File: src/frtc_pkg.sv
package frtc_pkg;

    localparam int FINE_DIVIDE_DEFAULT = 10;
    localparam int COARSE_WRAP_DEFAULT = 1080;

    localparam int CFG_INDEX_W = 3;
    localparam int CFG_DATA_W  = 13;

    localparam logic [CFG_INDEX_W-1:0] REG_TICKS_PER_SUB        = 3'd0;
    localparam logic [CFG_INDEX_W-1:0] REG_SUBS_PER_MINUTE      = 3'd1;
    localparam logic [CFG_INDEX_W-1:0] REG_MINUTES_PER_HOUR     = 3'd2;
    localparam logic [CFG_INDEX_W-1:0] REG_HOURS_PER_BLOCK      = 3'd3;
    localparam logic [CFG_INDEX_W-1:0] REG_BLOCKS_FOR_CHANGE    = 3'd4;
    localparam logic [CFG_INDEX_W-1:0] REG_TICKS_PER_EVENT      = 3'd5;
    localparam logic [CFG_INDEX_W-1:0] REG_EVENTS_PER_COUNTDOWN = 3'd6;

    localparam logic [12:0] TICKS_PER_SUB_RESET        = 13'd5000;
    localparam logic [5:0]  SUBS_PER_MINUTE_RESET      = 6'd41;
    localparam logic [5:0]  MINUTES_PER_HOUR_RESET     = 6'd60;
    localparam logic [7:0]  HOURS_PER_BLOCK_RESET      = 8'd200;
    localparam logic [7:0]  BLOCKS_FOR_CHANGE_RESET    = 8'd15;
    localparam logic [12:0] TICKS_PER_EVENT_RESET      = 13'd5000;
    localparam logic [5:0]  EVENTS_PER_COUNTDOWN_RESET = 6'd41;

    typedef struct packed {
        logic [10:0] coarse_count;
        logic [15:0] pulse_count_a;
        logic [15:0] pulse_count_b;
        logic [5:0]  runtime_minutes;
        logic [7:0]  runtime_hours;
        logic [7:0]  runtime_blocks;
        logic        change_due;
        logic        hour_pulse;
        logic        block_pulse;
        logic [7:0]  event_count;
        logic [7:0]  countdown_now;
    } result_t;

endpackage

File: src/filter_runtime_tick_cascade_core.sv
// Tick cascade core: every accepted input transaction is one base tick. The
// tick updates all counter chains (fine and coarse divider, two pulse counters,
// the filter-life chain from sub-minutes up to hour blocks with its sticky
// change-due flag, and the event chain with its 8-bit countdown) and yields one
// result transaction that shows the state after that tick. A tick is accepted
// in every cycle with in_valid high and in_stall low; its result is registered
// in the output entry, or in the skid entry while the output is stalled. The
// state update is a single pass of increments and compares between the counter
// registers and a two-entry result buffer, so a stalled output side absorbs
// one result before in_stall rises. Configuration writes take effect on the
// next tick and are meant to be made only while no tick is in flight.
module filter_runtime_tick_cascade_core #(
    parameter int FINE_DIVIDE = frtc_pkg::FINE_DIVIDE_DEFAULT,
    parameter int COARSE_WRAP = frtc_pkg::COARSE_WRAP_DEFAULT
) (
    input  logic                           clk,
    input  logic                           rst_n,

    input  logic                           cfg_write,
    input  logic [frtc_pkg::CFG_INDEX_W-1:0] cfg_index,
    input  logic [frtc_pkg::CFG_DATA_W-1:0]  cfg_data,

    input  logic                           in_valid,
    output logic                           in_stall,
    input  logic                           pin_low,
    input  logic                           channel_select,
    input  logic                           countdown_enable,
    input  logic                           load_countdown,
    input  logic [7:0]                     countdown_value,

    output logic                           out_valid,
    input  logic                           out_stall,
    output logic [10:0]                    coarse_count,
    output logic [15:0]                    pulse_count_a,
    output logic [15:0]                    pulse_count_b,
    output logic [5:0]                     runtime_minutes,
    output logic [7:0]                     runtime_hours,
    output logic [7:0]                     runtime_blocks,
    output logic                           change_due,
    output logic                           hour_pulse,
    output logic                           block_pulse,
    output logic [7:0]                     event_count,
    output logic [7:0]                     countdown_now
);
    import frtc_pkg::*;

    logic [12:0] ticks_per_sub_reg;
    logic [5:0]  subs_per_minute_reg;
    logic [5:0]  minutes_per_hour_reg;
    logic [7:0]  hours_per_block_reg;
    logic [7:0]  blocks_for_change_reg;
    logic [12:0] ticks_per_event_reg;
    logic [5:0]  events_per_countdown_reg;

    logic [3:0]  fine_divider_reg, fine_divider_next;
    logic [10:0] coarse_counter_reg, coarse_counter_next;
    logic [15:0] count_a_reg, count_a_next;
    logic [15:0] count_b_reg, count_b_next;
    logic [12:0] sub_tick_reg, sub_tick_next;
    logic [5:0]  sub_minute_reg, sub_minute_next;
    logic [5:0]  minute_reg, minute_next;
    logic [7:0]  hour_reg, hour_next;
    logic [7:0]  block_reg, block_next;
    logic        change_reg, change_next;
    logic [12:0] event_tick_reg, event_tick_next;
    logic [5:0]  event_sub_reg, event_sub_next;
    logic [7:0]  event_count_reg, event_count_next;
    logic [7:0]  countdown_reg, countdown_next;

    logic [3:0]  fine_inc;
    logic [11:0] coarse_inc;
    logic [12:0] sub_tick_inc;
    logic [5:0]  sub_minute_inc;
    logic [5:0]  minute_inc;
    logic [7:0]  hour_inc;
    logic [7:0]  block_inc;
    logic [12:0] event_tick_inc;
    logic [5:0]  event_sub_inc;
    logic [7:0]  countdown_base;
    logic        fine_carry, sub_carry, sub_minute_carry, hour_done, block_done;
    logic        event_carry, event_sub_carry;

    result_t     result;
    result_t     out_reg, skid_reg;
    logic        out_valid_reg, skid_valid_reg;
    logic        in_fire;

    assign in_stall = skid_valid_reg;
    assign in_fire  = in_valid && !skid_valid_reg;

    always_comb
    begin
        countdown_base = load_countdown ? countdown_value : countdown_reg;

        fine_inc          = fine_divider_reg + 4'd1;
        fine_carry        = (fine_inc >= 4'(FINE_DIVIDE));
        fine_divider_next = fine_carry ? 4'd0 : fine_inc;

        coarse_inc          = {1'b0, coarse_counter_reg} + 12'd1;
        coarse_counter_next = coarse_counter_reg;
        count_a_next        = count_a_reg;
        count_b_next        = count_b_reg;
        if (fine_carry)
        begin
            coarse_counter_next = (coarse_inc > 12'(COARSE_WRAP)) ? 11'd0 : coarse_inc[10:0];
            if (pin_low && !channel_select)
            begin
                count_a_next = count_a_reg + 16'd1;
            end
            if (pin_low && channel_select)
            begin
                count_b_next = count_b_reg + 16'd1;
            end
        end

        sub_tick_inc  = sub_tick_reg + 13'd1;
        sub_carry     = (sub_tick_inc >= ticks_per_sub_reg);
        sub_tick_next = sub_carry ? 13'd0 : sub_tick_inc;

        sub_minute_inc   = sub_minute_reg + 6'd1;
        sub_minute_carry = sub_carry && (sub_minute_inc >= subs_per_minute_reg);
        sub_minute_next  = !sub_carry ? sub_minute_reg
                         : (sub_minute_carry ? 6'd0 : sub_minute_inc);

        minute_inc  = minute_reg + 6'd1;
        hour_done   = sub_minute_carry && (minute_inc >= minutes_per_hour_reg);
        minute_next = !sub_minute_carry ? minute_reg : (hour_done ? 6'd0 : minute_inc);

        hour_inc   = hour_reg + 8'd1;
        block_done = hour_done && (hour_inc >= hours_per_block_reg);
        hour_next  = !hour_done ? hour_reg : (block_done ? 8'd0 : hour_inc);

        block_inc   = block_reg + 8'd1;
        block_next  = block_done ? block_inc : block_reg;
        change_next = change_reg || (block_done && (block_inc >= blocks_for_change_reg));

        event_tick_inc   = event_tick_reg + 13'd1;
        event_carry      = (event_tick_inc >= ticks_per_event_reg);
        event_tick_next  = event_carry ? 13'd0 : event_tick_inc;
        event_count_next = event_carry ? event_count_reg + 8'd1 : event_count_reg;

        event_sub_inc   = event_sub_reg + 6'd1;
        event_sub_carry = event_carry && (event_sub_inc >= events_per_countdown_reg);
        event_sub_next  = !event_carry ? event_sub_reg
                        : (event_sub_carry ? 6'd0 : event_sub_inc);
        countdown_next  = (event_sub_carry && countdown_enable) ? countdown_base - 8'd1
                        : countdown_base;

        result.coarse_count    = coarse_counter_next;
        result.pulse_count_a   = count_a_next;
        result.pulse_count_b   = count_b_next;
        result.runtime_minutes = minute_next;
        result.runtime_hours   = hour_next;
        result.runtime_blocks  = block_next;
        result.change_due      = change_next;
        result.hour_pulse      = hour_done;
        result.block_pulse     = block_done;
        result.event_count     = event_count_next;
        result.countdown_now   = countdown_next;
    end

    always_ff @(posedge clk or negedge rst_n)
    begin
        if (!rst_n)
        begin
            ticks_per_sub_reg        <= TICKS_PER_SUB_RESET;
            subs_per_minute_reg      <= SUBS_PER_MINUTE_RESET;
            minutes_per_hour_reg     <= MINUTES_PER_HOUR_RESET;
            hours_per_block_reg      <= HOURS_PER_BLOCK_RESET;
            blocks_for_change_reg    <= BLOCKS_FOR_CHANGE_RESET;
            ticks_per_event_reg      <= TICKS_PER_EVENT_RESET;
            events_per_countdown_reg <= EVENTS_PER_COUNTDOWN_RESET;
        end
        else if (cfg_write)
        begin
            case (cfg_index)
                REG_TICKS_PER_SUB:        ticks_per_sub_reg        <= cfg_data;
                REG_SUBS_PER_MINUTE:      subs_per_minute_reg      <= cfg_data[5:0];
                REG_MINUTES_PER_HOUR:     minutes_per_hour_reg     <= cfg_data[5:0];
                REG_HOURS_PER_BLOCK:      hours_per_block_reg      <= cfg_data[7:0];
                REG_BLOCKS_FOR_CHANGE:    blocks_for_change_reg    <= cfg_data[7:0];
                REG_TICKS_PER_EVENT:      ticks_per_event_reg      <= cfg_data;
                REG_EVENTS_PER_COUNTDOWN: events_per_countdown_reg <= cfg_data[5:0];
                default:                  ;
            endcase
        end
    end

    always_ff @(posedge clk or negedge rst_n)
    begin
        if (!rst_n)
        begin
            fine_divider_reg   <= '0;
            coarse_counter_reg <= '0;
            count_a_reg        <= '0;
            count_b_reg        <= '0;
            sub_tick_reg       <= '0;
            sub_minute_reg     <= '0;
            minute_reg         <= '0;
            hour_reg           <= '0;
            block_reg          <= '0;
            change_reg         <= 1'b0;
            event_tick_reg     <= '0;
            event_sub_reg      <= '0;
            event_count_reg    <= '0;
            countdown_reg      <= '0;
        end
        else if (in_fire)
        begin
            fine_divider_reg   <= fine_divider_next;
            coarse_counter_reg <= coarse_counter_next;
            count_a_reg        <= count_a_next;
            count_b_reg        <= count_b_next;
            sub_tick_reg       <= sub_tick_next;
            sub_minute_reg     <= sub_minute_next;
            minute_reg         <= minute_next;
            hour_reg           <= hour_next;
            block_reg          <= block_next;
            change_reg         <= change_next;
            event_tick_reg     <= event_tick_next;
            event_sub_reg      <= event_sub_next;
            event_count_reg    <= event_count_next;
            countdown_reg      <= countdown_next;
        end
    end

    // The skid entry only fills while the output entry is held by a stall.
    always_ff @(posedge clk or negedge rst_n)
    begin
        if (!rst_n)
        begin
            out_valid_reg  <= 1'b0;
            skid_valid_reg <= 1'b0;
        end
        else if (!out_valid_reg || !out_stall)
        begin
            if (skid_valid_reg)
            begin
                out_valid_reg  <= 1'b1;
                skid_valid_reg <= 1'b0;
            end
            else
            begin
                out_valid_reg <= in_fire;
            end
        end
        else if (in_fire)
        begin
            skid_valid_reg <= 1'b1;
        end
    end

    always_ff @(posedge clk)
    begin
        if (!out_valid_reg || !out_stall)
        begin
            if (skid_valid_reg)
            begin
                out_reg <= skid_reg;
            end
            else if (in_fire)
            begin
                out_reg <= result;
            end
        end
        else if (in_fire)
        begin
            skid_reg <= result;
        end
    end

    assign out_valid       = out_valid_reg;
    assign coarse_count    = out_reg.coarse_count;
    assign pulse_count_a   = out_reg.pulse_count_a;
    assign pulse_count_b   = out_reg.pulse_count_b;
    assign runtime_minutes = out_reg.runtime_minutes;
    assign runtime_hours   = out_reg.runtime_hours;
    assign runtime_blocks  = out_reg.runtime_blocks;
    assign change_due      = out_reg.change_due;
    assign hour_pulse      = out_reg.hour_pulse;
    assign block_pulse     = out_reg.block_pulse;
    assign event_count     = out_reg.event_count;
    assign countdown_now   = out_reg.countdown_now;

endmodule

File: config.mk
export PLATFORM = sky130hd
export DESIGN_NAME = filter_runtime_tick_cascade_core
export DESIGN_NICKNAME = d
export VERILOG_FILES = /design/src/frtc_pkg.sv /design/src/filter_runtime_tick_cascade_core.sv
export SDC_FILE = /design/constraint.sdc
export NUM_CORES = 1
export LEC_CHECK = 0
export ABC_AREA = 1
export ABC_CLOCK_PERIOD_IN_PS = 15250
export BUFFER_PORTS_ARGS = -buffer_cell sky130_fd_sc_hd__buf_2
export CAP_MARGIN = 20
export CORE_MARGIN = 5
export CORE_UTILIZATION = 25
export CTS_CLUSTER_DIAMETER = 120
export DETAILED_ROUTE_END_ITERATION = 8
export HOLD_SLACK_MARGIN = 0.15
export PLACE_DENSITY_LB_ADDON = 0.1
export SETUP_SLACK_MARGIN = 0.02
export SLEW_MARGIN = 20
export SYNTH_ARGS = -nofsm -noshare
export SYNTH_HDL_FRONTEND = slang
export SYNTH_SLANG_ARGS = --single-unit
File: constraint.sdc
create_clock -name clk -period 15.25 [get_ports clk]
set_clock_uncertainty 0.05 [all_clocks]
set_input_delay 1.525 -clock clk [delete_from_list [all_inputs] [get_ports clk]]
set_output_delay 1.525 -clock clk [all_outputs]
set_load 0.02 [all_outputs]
Word level (Yosys, flattened, before mapping) --
Cells that the tools add are included.
Word-level totals: input bits 33, logic and storage cells 127, flip-flop bits (word level) 354
Operators by class: equality and inequality tests 6, reductions and logical operators 29, bitwise logic cells 1, add/subtract/negate cells 13, $lt $le $gt $ge 9, multiplexer cells 24
Operators with widths (number):
- 84-bit 2-to-1 mux | 2
- 16-bit 2-to-1 mux | 4
- 8-bit 2-to-1 mux | 6
- 16-bit by 1-bit adder with 16-bit output (second input constant) | 2
- 13-bit by 1-bit adder with 13-bit output (second input constant) | 2
- 13-bit greater-or-equal comparator | 2
- 13-bit 2-to-1 mux | 2
- 8-bit by 1-bit adder with 8-bit output (second input constant) | 3
- 6-bit 2-to-1 mux | 4
- 11-bit 2-to-1 mux | 2
- 2-bit AND reduction | 11
- 6-bit by 1-bit adder with 6-bit output (second input constant) | 3
- 6-bit greater-or-equal comparator | 3
- 8-bit greater-or-equal comparator | 2
- 11-bit by 1-bit adder with 12-bit output (second input constant) | 1
- 12-bit by 11-bit greater-than comparator with 1-bit output (second input constant) | 1
- 3-bit equality test (second input constant) | 3
- 1-bit logical AND | 9
- 8-bit by 1-bit subtractor with 8-bit output (second input constant) | 1
- 3-bit by 2-bit equality test with 1-bit output (second input constant) | 2
- 4-bit by 1-bit adder with 4-bit output (second input constant) | 1
- 4-bit greater-or-equal comparator (second input constant) | 1
- 1-bit logical NOT | 4
- 4-bit 2-to-1 mux | 1
- other kinds (6) | 10

Depth between registers and ports, before layout --
depth after elaboration 9, mapped depth 20, gate-level depth less buffers 20

Least setup slack after synthesis --
No wires, ideal clock.
path kind input -> register, from in in_valid, to reg out_reg, in the netlist block_pulse, enable pin, slack 8.982 ns, buffers on the path 0, library setup time 0.554 ns, required time 14.646 ns, arrival 5.664 ns, cell stages on the path 2, cell sequence nor2_1 > a21oi_1
On the way: longest elaborated chain between the ends 3
Ends and longest elaborated chain:
- start: declaration | line filter_runtime_tick_cascade_core.sv:23 | input logic in_valid,
- 1-bit logical AND | line filter_runtime_tick_cascade_core.sv:89 | assign in_fire = in_valid && !skid_valid_reg;
- 2-bit nonzero test (no line)
- 2-bit AND reduction (no line)
- end signal: assignment | line filter_runtime_tick_cascade_core.sv:259 | out_reg <= skid_reg;
- end signal: assignment | line filter_runtime_tick_cascade_core.sv:263 | out_reg <= result;
- end: declaration | line filter_runtime_tick_cascade_core.sv:84 | result_t out_reg, skid_reg;
Every way passes these cells. A chain may end at the register's enable or synchronous reset.

Final worst setup path --
from reg sub_tick_reg[0], to reg out_reg, in the netlist runtime_blocks[0] (data pin)
On the way: longest elaborated chain between the ends 8
Ends and longest elaborated chain:
- start: declaration | line filter_runtime_tick_cascade_core.sv:59 | logic [12:0] sub_tick_reg, sub_tick_next;
- start signal: assignment | line filter_runtime_tick_cascade_core.sv:214 | sub_tick_reg <= sub_tick_next;
- 13-bit by 1-bit adder with 13-bit output | line filter_runtime_tick_cascade_core.sv:116 | sub_tick_inc = sub_tick_reg + 13'd1;
- 13-bit greater-or-equal comparator | line filter_runtime_tick_cascade_core.sv:117 | sub_carry = (sub_tick_inc >= ticks_per_sub_reg);
- 1-bit logical AND | line filter_runtime_tick_cascade_core.sv:121 | sub_minute_carry = sub_carry && (sub_minute_inc >= subs_per_minute_reg);
- 1-bit logical AND | line filter_runtime_tick_cascade_core.sv:126 | hour_done = sub_minute_carry && (minute_inc >= minutes_per_hour_reg);
- 1-bit logical AND | line filter_runtime_tick_cascade_core.sv:130 | block_done = hour_done && (hour_inc >= hours_per_block_reg);
- net block_done | line filter_runtime_tick_cascade_core.sv:80 | logic fine_carry, sub_carry, sub_minute_carry, hour_done, block_done;
- 8-bit 2-to-1 mux | line filter_runtime_tick_cascade_core.sv:134 | block_next = block_done ? block_inc : block_reg;
- 84-bit 2-to-1 mux | line filter_runtime_tick_cascade_core.sv:261 | else if (in_fire)
- 84-bit 2-to-1 mux | line filter_runtime_tick_cascade_core.sv:257 | if (skid_valid_reg)
The timed path passes the listed nets, and every way through them passes these cells. The select of a mux whose other input is x is not followed.

==> metrics.yaml <==
met1_length_um: 22700
largest_reg_flops: 84
grt_pass1_wl_um: 74400
vdd_drop_max_mv: 0.0678
seq_area_mm2: 0.00974
cts_buffer_depth: 3
synth-main-ff-cell: "edfxtp_1"
finalNetCount: 2217
maxSlewHeadroom: 0.348
synth_nets: 2099
cts.sinks: 354
wire_per_inst_um: 14.7
grt_max_degree: 107
yosysWarnings: 0
post_cts_buffers: 0
fmaxAchievable_mhz: 255
core.rowCount: 97
ys_seq_area_frac: 0.547
critical_path.top_delay_family: "simple AND/OR/NAND/NOR gates"
syn_to_final_growth_pct: 17.8
holdCritPathClass: "register to register"
setup_viol: 0
critPathLaunchType: "register"
die_y_um: 277
coreArea_mm2: 0.0704
antenna_found_initial: 0
place_ws_ns: 11.14
yosys-top-cells-area: "edfxtp_1 28%, dfrtp_1 22%, nand2_1 13%, inv_1 5.5%, ha_1 5.3%"
slew_violations: 0
highest_layer: "met4"
synth.most_common_cell: "nand2_1"
netlist.top_cell.by_area: "edfxtp_1"
synth_commonest_cells: "633 x nand2_1, 259 x inv_1, 168 x edfxtp_1, 165 x o21ai_0, 159 x dfrtp_1"
root_buffer: "clkbuf_16"
io_pins: 119
period_minus_slack_ns: 3.93
synth_edf_count: 168
wirelength_um: 45400
cap_violations: 0
syn_avg_cell_area_um2: 8.94
vias: 13000
antenna_left: 0
via_per_inst: 4.22
clk_pin_slew_ns: 0.06
cts_buffers: 44
finalHoldViolations: 0
critPathArrivalTime_ns: 4.20
p_leak_uw: 0.00967
cts_resized: 0
worstMarginPinSlew_ns: 0.977
wl_met3_um: 1480
synth_cell_types: 45
rsz0062_at_grt: "no"
synthArstFlopShare: 0.525
n_fill_cell: 7543
cp-end-kind: "register"
post-route-period-util: 0.258
first_global_vias: 13300
path_class: "register to register"
fin_tns_setup_ns: 0
synth_cells: 1991
die_x_um: 277
status: "finished clean"
worstPathRequired_ns: 15.52
critPathMaxStageDelay_ns: 0.47
grt_usage: 0.119
ys_seq_elements: 354
overflow: 0
cts_tree: "yes"
start_util: 0.253
crit_buf_inv: 2
crit_fanout: 18
worst_slack_ns: 11.32
multi_input_area_mm2: 0.00687
drtIter0Drc: 702
drc_errors: 0
n_antenna_cell: 0
drtPass1Iterations: 5
htreeDepth: 2
cpMaxStageDelayCell: "nand4_2"
dp_hpwl_um: 30200
layout-drive-gt1-share: 0.130
place_congestion: 0.764
hold_buffers: 0
synth_top_area_share: 0.283
dieArea_mm2: 0.0767
synthesis.area_mm2: 0.0178
wl_met2_um: 20400
cpMostUsedCell: "nand2_1"
clk_latency_ns: 0.57
port-buffer-count: 118
p_per_area_mw_per_mm2: 159
path_cells: "ha_1 > nand4_1 > nor3_1 > nand2_1 > xor2_1 > inv_1 > ha_1 > nand4_1 > nor2_1 > nand2_1 > nand3_2 > nand4_2 > inv_2 > nand2_1 > nand3_1 > nand2_1"
[worst min-delay path, cell delays in order, from the launching register on]
cell and delay [ns]:
dfrtp_1 0.34, nand2_1 0.05, nand2_1 0.05
[per-stage QoR]
step                      instance area [um2]   util  power [uW]  hold WS [ns]  cells
after global routing                    21000  0.298        3600         0.449   3084
after detailed placement                19400  0.276        2300         0.413   3001
after CTS                               20900  0.297        3400         0.426   3082
final                                   21000  0.298        3330         0.424   3084
after global placement                  19400  0.276        2280         0.411   3001
after floorplan                         17800      -        2010         0.393   1991
[power breakdown]
part,switching (uW),internal (uW),total [uW],leakage [uW]
combinational,595,313,908,0.00496
sequential,124,1230,1350,0.00397
clock,421,648,1070,0.000735
total,1140,2190,3330,0.00967
[placed cells by master (no fill, tap or decap), types with 64 or more instances in the layout]
cell	netlist	layout
ha_1	75	75
dfrtp_1	159	158
o21ai_0	165	165
nand2_1	633	632
inv_1	259	258
nand3_1	105	105
edfxtp_1	168	168
xor2_1	64	64
nor2_1	70	69
buf_2	8	117
[cell type report]
type                       count  area share
inverter                     264      0.0473
clock inverter                19      0.0102
multi-input combinational   1316       0.327
timing repair buffer         129      0.0346
clock buffer                  62      0.0605
sequential                   354       0.464
tap                          940      0.0560
[kinds of logic (layout without fill, tap and decap cells)]
group           count (synthesis)  in the layout  synth area share
compound gates                254            254            0.0769
flops                         354            354             0.547
xor+xnor                       73             73            0.0367
mux                             2              2           0.00112
fa+ha+maj                      75             75            0.0527
buf+inv                       321            474            0.0689
simple gates                  912            912             0.217
[metal layers]
layer | vias to the layer above | track usage
met3 | 62 | 0.0222
li1 | 6716 | -
met2 | 141 | 0.195
met5 | - | 0
met4 | 0 | 0.0269
met1 | 6092 | 0.164
[path summary, 6_finish.rpt]
path                                     end  cells after the start       startpoint  slack, ns
max                        runtime_blocks[0]                     16  sub_tick_reg[0]      11.32
min                               change_reg                      2       change_reg       0.42
max reg2reg                runtime_blocks[0]                     16  sub_tick_reg[0]      11.32
min reg2reg                       change_reg                      2       change_reg       0.42
max in group asynchronous           in_stall                      2            rst_n      12.89
min in group asynchronous   event_sub_reg[5]                      1            rst_n       0.91
Note: power is estimated with default switching activity, not from simulation.
